### src/tmmh_pkg.sv
// Package: shared widths, constants, register codes and control structs of the moisture block.
package tmmh_pkg;

  // Burst length and field widths
  localparam int SAMPLES_PER_BURST = 8;
  localparam int ADC_W             = 12;
  localparam int PCT_W             = 7;
  localparam int CNT_W             = $clog2(SAMPLES_PER_BURST);
  localparam int SUM_W             = ADC_W + $clog2(SAMPLES_PER_BURST);
  localparam int FULL_SCALE_PCT    = 100;
  localparam int SCALE_W           = 7;
  localparam int NUM_W             = ADC_W + SCALE_W;
  localparam int DIV_W             = NUM_W;
  localparam int DVS_W             = ADC_W;
  localparam int DIV_CNT_W         = $clog2(DIV_W);

  // Trimmed mean by reciprocal multiply, exact for every sum below 2**SUM_W
  localparam int TRIM_DIV    = SAMPLES_PER_BURST - 2;
  localparam int RECIP_SHIFT = SUM_W + $clog2(TRIM_DIV);
  localparam int RECIP_W     = SUM_W + 1;
  localparam int PROD_W      = SUM_W + RECIP_W;

  localparam logic [CNT_W-1:0]   LAST_COUNT = CNT_W'(SAMPLES_PER_BURST - 1);
  localparam logic [RECIP_W-1:0] TRIM_RECIP =
    RECIP_W'((2 ** RECIP_SHIFT + TRIM_DIV - 1) / TRIM_DIV);
  localparam logic [SCALE_W-1:0] PCT_SCALE  = SCALE_W'(FULL_SCALE_PCT);
  localparam logic [ADC_W-1:0]   ADC_MAX    = '1;

  // Configuration register indexes
  localparam int REG_IDX_W = 2;
  localparam int REG_DATA_W = ADC_W;
  localparam logic [REG_IDX_W-1:0] REG_DRY    = 2'd0;
  localparam logic [REG_IDX_W-1:0] REG_SOAKED = 2'd1;
  localparam logic [REG_IDX_W-1:0] REG_UPPER  = 2'd2;
  localparam logic [REG_IDX_W-1:0] REG_LOWER  = 2'd3;

  // Controller to datapath commands
  typedef struct packed {
    logic take;       // sample transfer this cycle
    logic load_mean;  // latch trimmed sum, clear burst
    logic map;        // clamp mean and scale to percent numerator
    logic load_pct;   // start percent division
    logic decide;     // hysteresis update and result load
  } ctrl_cmd_t;

  // Datapath to controller status
  typedef struct packed {
    logic last_sample;
    logic div_done;
    logic out_busy;
  } dp_status_t;

endpackage

### src/tmmh_if.sv
// Interfaces: sample input channel and result output channel.
interface tmmh_in_if;
  logic                      valid;
  logic                      ready;
  logic [tmmh_pkg::ADC_W-1:0] sample;
  logic                      force_water;

  modport source(output valid, sample, force_water, input ready);
  modport sink(input valid, sample, force_water, output ready);
endinterface

interface tmmh_out_if;
  logic                      valid;
  logic                      ready;
  logic [tmmh_pkg::PCT_W-1:0] moisture_percent;
  logic                      pump_on;
  logic                      long_run;

  modport source(output valid, moisture_percent, pump_on, long_run, input ready);
  modport sink(input valid, moisture_percent, pump_on, long_run, output ready);
endinterface

### src/tmmh_div.sv
// Restoring divider: one quotient bit per cycle.
module tmmh_div (
  input  logic                        clk,
  input  logic                        rst,
  input  logic                        start,
  input  logic [tmmh_pkg::DIV_W-1:0]  dividend,
  input  logic [tmmh_pkg::DVS_W-1:0]  divisor,
  output logic                        done,
  output logic [tmmh_pkg::DIV_W-1:0]  quotient
);

  logic                           busy;
  logic [tmmh_pkg::DIV_CNT_W-1:0] cnt;
  logic [tmmh_pkg::DVS_W-1:0]     rem;
  logic [tmmh_pkg::DVS_W-1:0]     dvs;
  logic [tmmh_pkg::DIV_W-1:0]     quo;
  logic [tmmh_pkg::DVS_W:0]       trial;
  logic [tmmh_pkg::DVS_W:0]       diff;
  logic                           ge;

  // Trial subtract of the shifted remainder
  assign trial = {rem, quo[tmmh_pkg::DIV_W-1]};
  assign ge    = (trial >= {1'b0, dvs});
  assign diff  = trial - {1'b0, dvs};

  // Control: busy flag, step count, done pulse
  always_ff @(posedge clk) begin
    if (rst) begin
      busy <= 1'b0;
      done <= 1'b0;
      cnt  <= '0;
    end else begin
      done <= 1'b0;
      if (start) begin
        busy <= 1'b1;
        cnt  <= '0;
      end else if (busy) begin
        cnt <= cnt + 1'b1;
        if (cnt == tmmh_pkg::DIV_CNT_W'(tmmh_pkg::DIV_W - 1)) begin
          busy <= 1'b0;
          done <= 1'b1;
        end
      end
    end
  end

  // Datapath: remainder and dividend/quotient shift register
  always_ff @(posedge clk) begin
    if (start) begin
      quo <= dividend;
      rem <= '0;
      dvs <= divisor;
    end else if (busy) begin
      quo <= {quo[tmmh_pkg::DIV_W-2:0], ge};
      rem <= ge ? diff[tmmh_pkg::DVS_W-1:0] : trial[tmmh_pkg::DVS_W-1:0];
    end
  end

  assign quotient = quo;

endmodule

### src/tmmh_datapath.sv
// Datapath: config registers, burst accumulator, mapping, hysteresis and result register.
module tmmh_datapath (
  input  logic                            clk,
  input  logic                            rst,
  input  tmmh_pkg::ctrl_cmd_t             cmd,
  output tmmh_pkg::dp_status_t            status,
  input  logic                            wr_en,
  input  logic [tmmh_pkg::REG_IDX_W-1:0]  wr_index,
  input  logic [tmmh_pkg::REG_DATA_W-1:0] wr_data,
  input  logic [tmmh_pkg::ADC_W-1:0]      sample,
  input  logic                            force_water,
  input  logic                            out_ready,
  output logic                            out_valid,
  output logic [tmmh_pkg::PCT_W-1:0]      moisture_percent,
  output logic                            pump_on,
  output logic                            long_run
);

  logic [tmmh_pkg::ADC_W-1:0] dry_level;
  logic [tmmh_pkg::ADC_W-1:0] soaked_level;
  logic [tmmh_pkg::PCT_W-1:0] off_level_pct;
  logic [tmmh_pkg::PCT_W-1:0] on_level_pct;

  logic [tmmh_pkg::SUM_W-1:0] sample_sum;
  logic [tmmh_pkg::ADC_W-1:0] sample_min;
  logic [tmmh_pkg::ADC_W-1:0] sample_max;
  logic [tmmh_pkg::CNT_W-1:0] sample_count;
  logic                       pump_state;
  logic                       forced;

  logic [tmmh_pkg::SUM_W-1:0]  trimmed;
  logic [tmmh_pkg::SUM_W-1:0]  trimmed_q;
  logic [tmmh_pkg::PROD_W-1:0] mean_prod;
  logic [tmmh_pkg::ADC_W-1:0]  mean;
  logic [tmmh_pkg::ADC_W-1:0]  clamped;
  logic [tmmh_pkg::NUM_W-1:0]  numerator;
  logic                        no_span;
  logic [tmmh_pkg::PCT_W-1:0]  pct;
  logic                        pump_next;

  logic                       div_start;
  logic [tmmh_pkg::DIV_W-1:0] div_dividend;
  logic [tmmh_pkg::DVS_W-1:0] div_divisor;
  logic                       div_done;
  logic [tmmh_pkg::DIV_W-1:0] div_quotient;

  // Configuration writes
  always_ff @(posedge clk) begin
    if (rst) begin
      dry_level     <= tmmh_pkg::ADC_MAX;
      soaked_level  <= '0;
      off_level_pct <= '0;
      on_level_pct  <= '0;
    end else if (wr_en) begin
      case (wr_index)
        tmmh_pkg::REG_DRY:    dry_level     <= wr_data[tmmh_pkg::ADC_W-1:0];
        tmmh_pkg::REG_SOAKED: soaked_level  <= wr_data[tmmh_pkg::ADC_W-1:0];
        tmmh_pkg::REG_UPPER:  off_level_pct <= wr_data[tmmh_pkg::PCT_W-1:0];
        tmmh_pkg::REG_LOWER:  on_level_pct  <= wr_data[tmmh_pkg::PCT_W-1:0];
        default: ;
      endcase
    end
  end

  // Burst accumulator: sum, min, max, count; cleared once the trimmed sum is latched
  always_ff @(posedge clk) begin
    if (rst || cmd.load_mean) begin
      sample_sum   <= '0;
      sample_min   <= tmmh_pkg::ADC_MAX;
      sample_max   <= '0;
      sample_count <= '0;
    end else if (cmd.take) begin
      sample_sum   <= sample_sum + tmmh_pkg::SUM_W'(sample);
      if (sample < sample_min) sample_min <= sample;
      if (sample > sample_max) sample_max <= sample;
      sample_count <= sample_count + 1'b1;
    end
  end

  // Force command only counts with the last sample of a burst
  always_ff @(posedge clk) begin
    if (cmd.take && status.last_sample) begin
      forced <= force_water;
    end
  end

  assign trimmed = sample_sum - tmmh_pkg::SUM_W'(sample_min) - tmmh_pkg::SUM_W'(sample_max);

  // Trimmed sum latched as the burst clears
  always_ff @(posedge clk) begin
    if (cmd.load_mean) begin
      trimmed_q <= trimmed;
    end
  end

  // Divide by burst-2 with a reciprocal multiply; the mean is registered from the latched sum
  assign mean_prod = trimmed_q * tmmh_pkg::TRIM_RECIP;
  always_ff @(posedge clk) begin
    mean <= mean_prod[tmmh_pkg::RECIP_SHIFT +: tmmh_pkg::ADC_W];
  end

  // Iterative divider: scaled span by dry-soaked
  assign div_start    = cmd.load_pct;
  assign div_dividend = numerator;
  assign div_divisor  = dry_level - soaked_level;

  tmmh_div u_div (
    .clk      (clk),
    .rst      (rst),
    .start    (div_start),
    .dividend (div_dividend),
    .divisor  (div_divisor),
    .done     (div_done),
    .quotient (div_quotient)
  );

  // Clamp mean into [soaked, dry]
  always_comb begin
    clamped = mean;
    if (clamped <= soaked_level) clamped = soaked_level;
    if (clamped >= dry_level)    clamped = dry_level;
  end

  // Scaled distance from dry, registered after the multiply
  always_ff @(posedge clk) begin
    if (cmd.map) begin
      numerator <= (dry_level - clamped) * tmmh_pkg::PCT_SCALE;
      no_span   <= (dry_level <= soaked_level);
    end
  end

  // Percent and hysteresis decision
  assign pct = no_span ? '0 : div_quotient[tmmh_pkg::PCT_W-1:0];
  always_comb begin
    pump_next = pump_state;
    if (forced) begin
      pump_next = 1'b1;
    end else if (pct < on_level_pct) begin
      pump_next = 1'b1;
    end else if (pct >= off_level_pct) begin
      pump_next = 1'b0;
    end
  end

  always_ff @(posedge clk) begin
    if (rst) begin
      pump_state <= 1'b0;
    end else if (cmd.decide) begin
      pump_state <= pump_next;
    end
  end

  // Result register, frees the datapath while a result waits
  always_ff @(posedge clk) begin
    if (rst) begin
      out_valid <= 1'b0;
    end else if (cmd.decide) begin
      out_valid <= 1'b1;
    end else if (out_ready) begin
      out_valid <= 1'b0;
    end
  end

  always_ff @(posedge clk) begin
    if (cmd.decide) begin
      moisture_percent <= pct;
      pump_on          <= pump_next;
      long_run         <= forced;
    end
  end

  // Status to the controller
  always_comb begin
    status.last_sample = (sample_count == tmmh_pkg::LAST_COUNT);
    status.div_done    = div_done;
    status.out_busy    = out_valid & ~out_ready;
  end

endmodule

### src/tmmh_ctrl.sv
// Controller: sequences accumulate, mean, mapping, percent division and decision.
module tmmh_ctrl (
  input  logic                 clk,
  input  logic                 rst,
  input  logic                 in_valid,
  output logic                 in_ready,
  input  tmmh_pkg::dp_status_t status,
  output tmmh_pkg::ctrl_cmd_t  cmd
);

  typedef enum logic [6:0] {
    ST_ACC       = 7'b0000001,
    ST_LOAD_MEAN = 7'b0000010,
    ST_MEAN      = 7'b0000100,
    ST_MAP       = 7'b0001000,
    ST_LOAD_PCT  = 7'b0010000,
    ST_DIV_PCT   = 7'b0100000,
    ST_DECIDE    = 7'b1000000
  } state_t;

  state_t state, state_next;
  logic   take;

  assign in_ready = (state == ST_ACC);
  assign take     = in_ready & in_valid;

  // Next state
  always_comb begin
    state_next = state;
    case (state)
      ST_ACC:       if (take && status.last_sample) state_next = ST_LOAD_MEAN;
      ST_LOAD_MEAN: state_next = ST_MEAN;
      ST_MEAN:      state_next = ST_MAP;
      ST_MAP:       state_next = ST_LOAD_PCT;
      ST_LOAD_PCT:  state_next = ST_DIV_PCT;
      ST_DIV_PCT:   if (status.div_done) state_next = ST_DECIDE;
      ST_DECIDE:    if (!status.out_busy) state_next = ST_ACC;
      default:      state_next = ST_ACC;
    endcase
  end

  always_ff @(posedge clk) begin
    if (rst) begin
      state <= ST_ACC;
    end else begin
      state <= state_next;
    end
  end

  // Commands
  always_comb begin
    cmd.take      = take;
    cmd.load_mean = (state == ST_LOAD_MEAN);
    cmd.map       = (state == ST_MAP);
    cmd.load_pct  = (state == ST_LOAD_PCT);
    cmd.decide    = (state == ST_DECIDE) && !status.out_busy;
  end

endmodule

### src/trimmed_mean_moisture_hysteresis_top.sv
// Top level: trimmed-mean soil moisture with hysteresis pump decision.
// Samples arrive on the samples channel at one transfer per cycle; after the
// last of SAMPLES_PER_BURST samples the block drops the burst minimum and
// maximum, divides the rest by SAMPLES_PER_BURST-2, clamps the mean between
// soaked_level and dry_level, maps it to 0..100 percent (dry is 0, 0 when dry
// is not above soaked) and updates the pump flag: on below the turn-on level,
// off at or above the turn-off level, forced on with long_run when force_water
// comes with the last sample. The mean uses a reciprocal multiply, and the
// percent division runs on a one-bit-per-cycle divider; samples are not taken
// during that post-processing. The result sits in an output register, so the
// next burst is accepted while a result waits to be taken. Config registers
// are written through wr_en/wr_index/wr_data; the user must write them only
// while idle, as the block itself does not enforce it.
module trimmed_mean_moisture_hysteresis_top (
  input  logic                            clk,
  input  logic                            rst,
  tmmh_in_if.sink                         samples,
  tmmh_out_if.source                      result,
  input  logic                            wr_en,
  input  logic [tmmh_pkg::REG_IDX_W-1:0]  wr_index,
  input  logic [tmmh_pkg::REG_DATA_W-1:0] wr_data
);

  tmmh_pkg::ctrl_cmd_t  cmd;
  tmmh_pkg::dp_status_t status;

  tmmh_ctrl u_ctrl (
    .clk      (clk),
    .rst      (rst),
    .in_valid (samples.valid),
    .in_ready (samples.ready),
    .status   (status),
    .cmd      (cmd)
  );

  tmmh_datapath u_dp (
    .clk              (clk),
    .rst              (rst),
    .cmd              (cmd),
    .status           (status),
    .wr_en            (wr_en),
    .wr_index         (wr_index),
    .wr_data          (wr_data),
    .sample           (samples.sample),
    .force_water      (samples.force_water),
    .out_ready        (result.ready),
    .out_valid        (result.valid),
    .moisture_percent (result.moisture_percent),
    .pump_on          (result.pump_on),
    .long_run         (result.long_run)
  );

endmodule

### src/flat_wrapper.sv
// flat-port wrapper written by rule: the top's interface ports become plain ports
module trimmed_mean_moisture_hysteresis_top_flat 
  (clk, rst, wr_en, wr_index, wr_data, samples_valid, samples_sample, samples_force_water, samples_ready, result_valid, result_moisture_percent, result_pump_on, result_long_run, result_ready);
  tmmh_in_if samples_i ();
  tmmh_out_if result_i ();
  input  logic clk;
  input  logic rst;
  input  logic wr_en;
  input  logic [tmmh_pkg::REG_IDX_W-1:0] wr_index;
  input  logic [tmmh_pkg::REG_DATA_W-1:0] wr_data;
  input wire logic [$bits(samples_i.valid)-1:0] samples_valid;
  input wire logic [$bits(samples_i.sample)-1:0] samples_sample;
  input wire logic [$bits(samples_i.force_water)-1:0] samples_force_water;
  output wire logic [$bits(samples_i.ready)-1:0] samples_ready;
  output wire logic [$bits(result_i.valid)-1:0] result_valid;
  output wire logic [$bits(result_i.moisture_percent)-1:0] result_moisture_percent;
  output wire logic [$bits(result_i.pump_on)-1:0] result_pump_on;
  output wire logic [$bits(result_i.long_run)-1:0] result_long_run;
  input wire logic [$bits(result_i.ready)-1:0] result_ready;
  assign samples_i.valid = samples_valid;
  assign samples_i.sample = samples_sample;
  assign samples_i.force_water = samples_force_water;
  assign samples_ready = samples_i.ready;
  assign result_valid = result_i.valid;
  assign result_moisture_percent = result_i.moisture_percent;
  assign result_pump_on = result_i.pump_on;
  assign result_long_run = result_i.long_run;
  assign result_i.ready = result_ready;
  trimmed_mean_moisture_hysteresis_top u_core (.clk(clk), .rst(rst), .samples(samples_i), .result(result_i), .wr_en(wr_en), .wr_index(wr_index), .wr_data(wr_data));
endmodule
### config.mk
export PLATFORM = sky130hd
export DESIGN_NAME = trimmed_mean_moisture_hysteresis_top_flat
export DESIGN_NICKNAME = d
export VERILOG_FILES = /design/src/tmmh_pkg.sv /design/src/tmmh_if.sv /design/src/tmmh_div.sv /design/src/tmmh_datapath.sv /design/src/tmmh_ctrl.sv /design/src/trimmed_mean_moisture_hysteresis_top.sv /design/src/flat_wrapper.sv
export SDC_FILE = /design/constraint.sdc
export NUM_CORES = 1
export LEC_CHECK = 0
export BUFFER_PORTS_ARGS = -buffer_cell sky130_fd_sc_hd__buf_2
export CAP_MARGIN = 20
export CORE_MARGIN = 3
export CORE_UTILIZATION = 65
export CTS_BUF_LIST = sky130_fd_sc_hd__clkbuf_2 sky130_fd_sc_hd__clkbuf_4 sky130_fd_sc_hd__clkbuf_8
export DETAILED_ROUTE_END_ITERATION = 10
export PLACE_DENSITY = 0.86
export SLEW_MARGIN = 20
export SYNTH_ARGS = -nofsm -noshare
export SYNTH_HDL_FRONTEND = slang
export SYNTH_SLANG_ARGS = --single-unit
### constraint.sdc
create_clock -name clk -period 9.3 [get_ports clk]
set_input_delay 1.86 -clock clk [delete_from_list [all_inputs] [get_ports clk]]
set_output_delay 1.86 -clock clk [all_outputs]
set_load 0.02 [all_outputs]
Yosys cells after proc, flatten, opt, wreduce, memory -nomap -nowiden
Index checks and enable logic that the tools add are counted.

Bits of input ports: 32. Bits in registers: 194. Memories: 0. Latch bits: 0. Bits in writable memories: 0. Output and inout port bits: 11. Bits in read-only memories: 0. Word-level logic and storage cells: 98.

Mux-type cells: 19. Bitwise gates (word level): 4. Add/subtract/negate cells: 8. Reductions and logical operators: 16. $mul: 2. Div/mod/pow operators: 0. Eq/ne operators: 15. $lt $le $gt $ge: 8. Shift operators: 0.

Operator list (count): one-hot mux 7 bit (7 select lines) (1); 2-to-1 mux 19 bit (2); 2-to-1 mux 12 bit (3); multiplier 15 x 16 -> 30 bit, second input constant (1); subtractor 15 x 12 -> 15 bit (2); 2-to-1 mux 7 bit (4); <= comparator 12 bit (2); subtractor 12 bit (2); multiplier 19 x 5 -> 17 bit, second input constant (1); adder 15 x 12 -> 15 bit (1); greater-or-equal comparator 13 x 12 -> 1 bit (1); subtractor 12 x 12 -> 13 bit (1); greater-or-equal comparator 12 bit (1); greater-than comparator 12 bit (1); < comparator 12 bit (1); AND reduction 2 bit (6); 2-to-1 mux 1 bit (9); == test 7 x 1 -> 1 bit, second input constant (1); == test 7 x 2 -> 1 bit, second input constant (1); == test 7 x 3 -> 1 bit, second input constant (1); == test 7 x 4 -> 1 bit, second input constant (1); == test 7 x 5 -> 1 bit, second input constant (1); == test 7 x 6 -> 1 bit, second input constant (1); == test 7 bit, second input constant (1); 20 further kinds (26).

Depth between registers and ports, before layout
Gate-level depths: netlist (run 1).

Word-level depth: 6. Gate-level depth with buffers: 42. Gate-level depth less buffers: 41.

Modules after synthesis
A second synthesis (run 1) with hierarchy kept.

Cell total of the unflattened synthesis: 1719. Area, all modules: 16524.6 um^2.

Modules (own cells, without submodules): tmmh_datapath (area an instance 13531.7 um^2, seq. area each 3173.0 um^2, instances 1, cells an instance 1448); tmmh_div (area an instance 2588.7 um^2, seq. area each 1311.3 um^2, instances 1, cells an instance 223); tmmh_ctrl (area an instance 404.1 um^2, seq. area each 140.1 um^2, instances 1, cells an instance 48).

Worst setup path before layout (run 1)
Ideal clock, no wire load.

Path type: flip-flop to flip-flop. Start point: register u_core.u_dp.soaked_level[1] (netlist name). End point: register u_core.u_dp.numerator, in the netlist u_core.u_dp.div_dividend[18], data pin. Setup slack: 1.310 ns. Clock period less this slack: 7.990 ns. Path buffers: 2. Required time: 9.028 ns. Library setup time: 0.272 ns. Cell stages (with the launch flop): 41. Data arrival time: 7.718 ns. Cells stage by stage: dfxtp_1 inv_1 ha_1 nor2b_1 o21ai_0 nand2b_1 a21oi_1 or3_1 a21oi_1 buf_2 mux2_2 ha_1 a21o_1 a21o_1 a21o_1 a21oi_1 o21ai_0 a21oi_1 (+5 left out) o21ai_0 a21boi_0 o21ai_0 a21oi_1 a41o_1 o41a_1 xor2_1 ha_1 ha_1 inv_1 fa_1 inv_1 ha_1 or2_2 a21oi_1 a21oi_1 xnor2_1 xnor2_1.

Cells in the longest elaborated chain, start to end: 6.

RTL lines: from (decl) (line tmmh_datapath.sv:20) `logic [tmmh_pkg::ADC_W-1:0] soaked_level;`; from (signal assigned) (line tmmh_datapath.sv:57) `tmmh_pkg::REG_SOAKED: soaked_level <= wr_data[tmmh_pkg::ADC_W-1:0];`; <= comparator 12 bit (line tmmh_datapath.sv:120) `if (clamped <= soaked_level) clamped = soaked_level;`; 2-to-1 mux 12 bit (*) (line tmmh_datapath.sv:120); greater-or-equal comparator 12 bit (line tmmh_datapath.sv:121) `if (clamped >= dry_level) clamped = dry_level;`; 2-to-1 mux 12 bit (*) (line tmmh_datapath.sv:121); subtractor 12 x 12 -> 13 bit (*) (line tmmh_datapath.sv:127) `numerator <= (dry_level - clamped) * tmmh_pkg::PCT_SCALE;`; multiplier 19 x 5 -> 17 bit (*) (line tmmh_datapath.sv:127); to (signal assigned) (line tmmh_datapath.sv:127); to (decl) (line tmmh_datapath.sv:36) `logic [tmmh_pkg::NUM_W-1:0] numerator;`.

Every way passes the cells marked *; elsewhere a longest branch is shown, timed or not. A chain may end at the register's enable or synchronous reset.

Worst setup path in the final report (run 1)
Same ends and word-level chain as after synthesis.

==> run_results.csv, run 1 <==
group,metric,value,unit
power_and_ir_drop,finalPower,2.69,mW
floorplan,ios,43,
setup_path,critical_path_depth,42,
timing,fin_ws,609,ps
cells_and_area,synthToLayoutAreaGrowth,6.32,%
setup_path,r2r-end,"u_core.u_dp.div_dividend[18]",
timing,final-setup-viol-count,0,
timing,relSlewSlack,27.0,%
cells_and_area,post-route-util,71.3,%
cells_and_area,design_area,16900,um2
power_and_ir_drop,p_comb_share,41.1,%
cts,htreeDepth,4,
outcome,status,"finished, final reports clean",
setup_path,cp.arrival,8930,ps
synthesis,syn_area_per_cell,9.66,um2
synthesis,ys.flop_type,"dfxtp_1",
cts,post_cts_buffers,0,
cells_and_area,layout_commonest_cell,"ha_1",
detailed_routing,route.final.wire_length,34400,um
setup_path,cp-end-kind,"flop",
hold_path,hold_path_class,"flop to flop",
timing,hold_viol,0,
synthesis,synth_nets,2034,
setup_path,path_buf_inv,6,
synthesis,synth.distinct_cells,64,
cells_and_area,n_fill_cell,1678,
timing,rsz0062_at_grt,"false",
floorplan,die_w,163,um
setup_path,crit_path_start_kind,"flop",
cells_and_area,nNetsFinal,2072,
timing,drv_slew,0,
synthesis,yosysSeqAreaShare,29.0,%
setup_path,slowest_stage,"fa_1",
global_route,grt_pass1_vias,12400,
detailed_routing,remaining_drc_errors,0,
cells_and_area,drive_gt1_share,6.59,%
synthesis,synth-async-reset-ratio,0,%
setup_path,critPathLaunch,"u_core.u_dp.soaked_level[1]",
floorplan,start_util,67.0,%
cts,cts_buffers,17,
cts,cts.reportedPaths.clkPinSlew,120,ps
detailed_routing,vias,11900,
synthesis,synth_cells,1648,
setup_path,r2r_start,"u_core.u_dp.soaked_level[1]",
run,maxCapViolCount,0,
detailed_routing,wl_per_cell,17.0,um
setup_path,rrSetupSlack,610,ps
timing,tightest_slew,1090,ps
global_route,grt_pass1_wl,57100,um
setup_path,crit_top_cell,"a21oi_1",
setup_path,critPathRequiredTime,9530,ps
power_and_ir_drop,pwr_density_cell,159,nW/um2
setup_path,crit_path_end,"u_core.u_dp.div_dividend[18]",
power_and_ir_drop,p_int,1.70,mW
timing,holdWs,466,ps
cells_and_area,finalNonFillerCells,2018,
placed_design,gp_congestion,0.917,
power_and_ir_drop,p_clk_share,21.8,%
setup_path,critPathTopFamily,"adder cells",
setup_path,rr_worst_depth,42,
floorplan,dieArea,26400,um2
placed_design,hpwl,27100,um
synthesis,syn-cell-area,15900,um2
detailed_routing,viasPerCell,5.88,
setup_path,critPathMaxFanout,12,
timing,setup-tns-final,0,ps
timing,fmax,0.115,GHz
timing,fin_crit,8690,ps
floorplan,num_rows,56,
power_and_ir_drop,leakagePower,8.19,nW
placed_design,dp_cells,1985,
cts,hold_buffers,0,
cts,cts-root-buf,"clkbuf_8",
setup_path,critPathKind,"flop to flop",
cells_and_area,final_cell_mix,"264 x ha_1, 233 x inv_1, 121 x nor2_1, 120 x nand2_1, 120 x dfxtp_1",
power_and_ir_drop,p_seq_share,37.1,%
synthesis,yosys_register_bits,194,
cts,clkSinkCount,194,
placed_design,place_area,16500,um2
floorplan,core,23800,um2
detailed_routing,antenna_left,0,
global_route,grt_max_degree,54,
power_and_ir_drop,switching_power,992,uW
detailed_routing,drt_iter0_drc,576,
synthesis,synth_edf_count,74,
detailed_routing,drt_pass1_iterations,6,
floorplan,chipHeight,163,um
global_route,grt_usage,26.7,%
cts,clk-insertion-delay-late,500,ps
power_and_ir_drop,p_sw_share,36.8,%
timing,fin_skew,21.2,ps
timing,min_period_over_period,93.5,%
synthesis,synth_warnings,0,
global_route,globalRouteOverflowTotal,0,
placed_design,io_buffers,42,
cts,clock_path_buffers,2,
cts,cts_tree,"built",
cells_and_area,antenna_cells,0,
global_route,antenna_found_initial,1,
cts,cts_resized,0,
placed_design,dp_slack,809,ps
power_and_ir_drop,ir_worst_vdd,0.121,mV
setup_path,critPathMaxStageDelay,500,ps
## sequential cells by signal (all words and copies together), names as in the netlist, 3 cells and up
name	count
u_core.u_ctrl.state	7
u_core.u_dp.div_dividend	17
u_core.u_dp.dry_level	12
u_core.u_dp.mean	12
u_core.u_dp.moisture_percent	7
u_core.u_dp.off_level_pct	7
u_core.u_dp.on_level_pct	7
u_core.u_dp.sample_count	3
u_core.u_dp.sample_max	12
u_core.u_dp.sample_min	12
u_core.u_dp.sample_sum	15
u_core.u_dp.soaked_level	12
u_core.u_dp.trimmed_q	15
u_core.u_dp.u_div.cnt	5
u_core.u_dp.u_div.dvs	12
u_core.u_dp.u_div.quotient	19
u_core.u_dp.u_div.rem	12
## power by group through the flow
| stage | sequential [mW] | combinational (mW) | clock [mW] |
|---|---|---|---|
| 6_report | 1.00 | 1.11 | 0.589 |
| 2_1_floorplan | 1.01 | 0.858 | 0 |
| 3_5_place_dp | 1.02 | 1.09 | 0 |
| 3_3_place_gp | 1.02 | 1.04 | 0 |
| 4_1_cts | 0.999 | 1.10 | 0.591 |
| 5_1_grt | 1.00 | 1.24 | 0.628 |
## Yosys cell counts, types with 31 or more instances
cell / count / area [um2]
inv_1: 233 / 875
edfxtp_1: 74 / 2220
fa_1: 90 / 1800
xnor2_1: 52 / 455
a21o_1: 42 / 315
a21oi_1: 84 / 420
nor2_1: 122 / 458
ha_1: 264 / 3300
mux2i_1: 62 / 621
dfxtp_1: 120 / 2400
nor2b_1: 31 / 194
o21ai_0: 48 / 240
nand2_1: 120 / 450
## layout make-up
cell class	count	area, um2	area share, %
flip-flops and latches	194	4620	27.3
repair buffers	52	305	1.80
well taps	319	399	2.36
clock buffers	18	241	1.43
clock inverters	14	184	1.09
inverters	234	878	5.19
multi-input cells	1187	10300	60.8
## worst min path at each step
stage                                        to                   startpoint  cells past startpoint  slack (ps)
floorplan                  u_core.u_dp.long_run           u_core.u_dp.forced                      0         430
global placement    u_core.u_dp.sample_count[1]  u_core.u_dp.sample_count[1]                      2         440
global route        u_core.u_dp.sample_count[2]  u_core.u_dp.sample_count[2]                      2         500
finish              u_core.u_dp.sample_count[2]  u_core.u_dp.sample_count[2]                      2         470
CTS                 u_core.u_dp.sample_count[2]  u_core.u_dp.sample_count[2]                      2         470
detailed placement  u_core.u_dp.sample_count[2]  u_core.u_dp.sample_count[2]                      2         460
## worst reg2reg max path, delay by kind of cell (launching register included)
kind | cells | cell delay (ps)
compound gates | 17 | 2560
xor+xnor | 3 | 550
fa+ha+maj | 8 | 2600
buf+inv | 6 | 690
flops | 1 | 440
mux | 2 | 540
simple gates | 6 | 1060
## cells by family (layout without fill, tap and decap cells)
family / count (synthesis) / count (layout) / synth area share, %
simple gates: 406 / 406 / 12.0
fa+ha+maj: 354 / 354 / 32.1
compound gates: 277 / 277 / 11.6
buf+inv: 267 / 318 / 6.36
flops: 194 / 194 / 29.0
xor+xnor: 75 / 75 / 4.12
mux: 75 / 75 / 4.82
## layer usage
layer / routed length, um / up-vias / global-route usage, %
li1: - / 5741 / -
met2: 17800 / 302 / 49.1
met5: 11 / - / 0
met4: 1520 / 2 / 12.7
met3: 1400 / 116 / 4.22
met1: 13600 / 5708 / 30.3
Power figures use the tool's default switching activity.
==> run 2, diff against run 1 <==
--- a/config.mk
+++ b/config.mk
@@ -7,6 +7,7 @@
 export LEC_CHECK = 0
 export BUFFER_PORTS_ARGS = -buffer_cell sky130_fd_sc_hd__buf_2
 export CAP_MARGIN = 20
+export CORE_ASPECT_RATIO = 1.4
 export CORE_MARGIN = 3
 export CORE_UTILIZATION = 65
 export CTS_BUF_LIST = sky130_fd_sc_hd__clkbuf_2 sky130_fd_sc_hd__clkbuf_4 sky130_fd_sc_hd__clkbuf_8
==> run 2 against run 1 <==
- clock power decreased by 8.0%
- routed wire length down 1.9%
- non-clock buffer count is the same
- die area is 0.10% higher
- clock-buffer cell count grew 4
- flip-flop and latch count unchanged
- combinational power is essentially flat
- final cell count down 0.45%
- worst hold slack better by 13 ps
- via count shrank 0.95%
- maximum frequency grew 1.5%
- critical path type unchanged
- largest cell class unchanged
==> run_results.csv, run 2 (same netlist as run 1, synthesis figures left out) <==
group,metric,value,unit
outcome,status,"finished, final reports clean",
global_route,grt_pass1_wl,57800,um
setup_path,critPathLaunch,"u_core.u_dp.soaked_level[1]",
hold_path,hold_path_class,"flop to flop",
timing,tightest_slew,1060,ps
detailed_routing,drt_iter0_drc,527,
setup_path,crit_top_cell,"a21oi_1",
detailed_routing,remaining_drc_errors,0,
cells_and_area,antenna_cells,0,
cells_and_area,layout_commonest_cell,"ha_1",
run,maxCapViolCount,0,
timing,min_period_over_period,92.1,%
cts,cts_tree,"built",
timing,fin_crit,8570,ps
global_route,grt_pass1_vias,12700,
timing,relSlewSlack,29.1,%
cts,cts_resized,0,
cells_and_area,n_fill_cell,1767,
cts,post_cts_buffers,0,
detailed_routing,drt_pass1_iterations,4,
timing,rsz0062_at_grt,"false",
setup_path,rrSetupSlack,730,ps
cells_and_area,largest_reg_flops,19,
power_and_ir_drop,leakagePower,8.18,nW
power_and_ir_drop,p_sw_share,35.3,%
cts,cts-root-buf,"clkbuf_8",
cells_and_area,post-route-util,70.2,%
setup_path,rr_worst_depth,41,
setup_path,r2r_start,"u_core.u_dp.soaked_level[1]",
power_and_ir_drop,p_int,1.71,mW
detailed_routing,route.final.wire_length,33700,um
detailed_routing,viasPerCell,5.85,
placed_design,hpwl,27300,um
floorplan,die_w,138,um
setup_path,crit_path_end,"u_core.u_dp.div_dividend[18]",
power_and_ir_drop,p_clk_share,20.5,%
global_route,antenna_found_initial,0,
cells_and_area,drive_gt1_share,6.53,%
setup_path,r2r-end,"u_core.u_dp.div_dividend[18]",
cts,hold_buffers,0,
detailed_routing,antenna_left,0,
placed_design,dp_cells,1976,
floorplan,start_util,66.2,%
floorplan,chipHeight,191,um
cts,clk-insertion-delay-late,490,ps
global_route,grt_max_degree,54,
placed_design,io_buffers,42,
timing,setup-tns-final,0,ps
power_and_ir_drop,ir_worst_vdd,0.160,mV
timing,fmax,0.117,GHz
timing,hold_viol,0,
global_route,globalRouteOverflowTotal,0,
setup_path,critPathMaxStageDelay,490,ps
detailed_routing,wl_per_cell,16.8,um
placed_design,place_area,16500,um2
timing,fin_ws,734,ps
setup_path,critPathKind,"flop to flop",
power_and_ir_drop,p_seq_share,37.8,%
timing,fin_skew,16.8,ps
setup_path,slowest_stage,"fa_1",
cells_and_area,final_cell_mix,"264 x ha_1, 233 x inv_1, 122 x nor2_1, 120 x nand2_1, 120 x dfxtp_1",
setup_path,cp-end-kind,"flop",
floorplan,core,24100,um2
power_and_ir_drop,switching_power,932,uW
cells_and_area,nNetsFinal,2072,
global_route,grt_usage,26.5,%
timing,final-setup-viol-count,0,
cts,htreeDepth,4,
cells_and_area,synthToLayoutAreaGrowth,5.99,%
setup_path,cp.arrival,8800,ps
floorplan,dieArea,26400,um2
cells_and_area,design_area,16900,um2
cts,clkSinkCount,194,
placed_design,dp_slack,772,ps
floorplan,num_rows,67,
power_and_ir_drop,p_comb_share,41.6,%
cts,cts_buffers,17,
setup_path,critPathMaxFanout,9,
cts,cts.reportedPaths.clkPinSlew,100,ps
setup_path,crit_path_start_kind,"flop",
floorplan,ios,43,
cells_and_area,finalNonFillerCells,2009,
detailed_routing,vias,11800,
setup_path,critPathRequiredTime,9530,ps
placed_design,gp_congestion,0.933,
timing,drv_slew,0,
power_and_ir_drop,pwr_density_cell,156,nW/um2
cts,clock_path_buffers,2,
[run 2: worst min path at each step]
stage | to | cells past startpoint | slack, ps | startpoint
after floorplan | u_core.u_dp.long_run | 0 | 430 | u_core.u_dp.forced
after global placement | u_core.u_dp.sample_count[1] | 2 | 440 | u_core.u_dp.sample_count[1]
after detailed placement | u_core.u_dp.sample_count[1] | 2 | 460 | u_core.u_dp.sample_count[1]
after CTS | u_core.u_dp.sample_count[1] | 2 | 470 | u_core.u_dp.sample_count[1]
after global routing | u_core.u_dp.sample_count[2] | 2 | 510 | u_core.u_dp.sample_count[2]
final | u_core.u_dp.sample_count[1] | 2 | 480 | u_core.u_dp.sample_count[1]
[run 2: worst max-delay path, delay by kind of cell (launching register included)]
| kind | cells | cell delay [ps] |
|---|---|---|
| xor+xnor | 3 | 490 |
| flops | 1 | 400 |
| simple gates | 7 | 1170 |
| buf+inv | 5 | 520 |
| fa+ha+maj | 8 | 2580 |
| compound gates | 16 | 2660 |
| mux | 2 | 480 |
[run 2: through the flow]
step / hold slack (ps) / power, mW
detailed placement: 461 / 2.10
CTS: 474 / 2.65
finish: 480 / 2.64
global placement: 442 / 2.06
global route: 506 / 2.83
floorplan: 428 / 1.87
[run 2: metal layers]
metal / vias to the layer above / wire (um) / share of wire (%) / track usage [%]
li1: 5733 / - / - / -
met1: 5691 / 12700 / 38 / 27.8
met2: 224 / 18400 / 55 / 51.9
met3: 108 / 981 / 2.9 / 3.43
met4: 0 / 1630 / 4.8 / 12.6
met5: - / 0 / 0 / 0
[run 2: area by class of cell]
| cell class | count | area (um2) | area share (%) |
|---|---|---|---|
| well taps | 310 | 388 | 2.30 |
| repair buffers | 52 | 309 | 1.83 |
| clock inverters | 10 | 100 | 0.593 |
| clock buffers | 22 | 282 | 1.67 |
| inverters | 234 | 878 | 5.20 |
| flip-flops and latches | 194 | 4620 | 27.4 |
| multi-input cells | 1187 | 10300 | 61.0 |
[run 2: power groups by stage]
stage	combinational (mW)	sequential, mW	clock, mW
floorplan	0.858	1.01	0
global placement	1.04	1.02	0
detailed placement	1.09	1.02	0
CTS	1.10	0.999	0.550
global route	1.24	1.00	0.583
finish	1.10	0.999	0.542
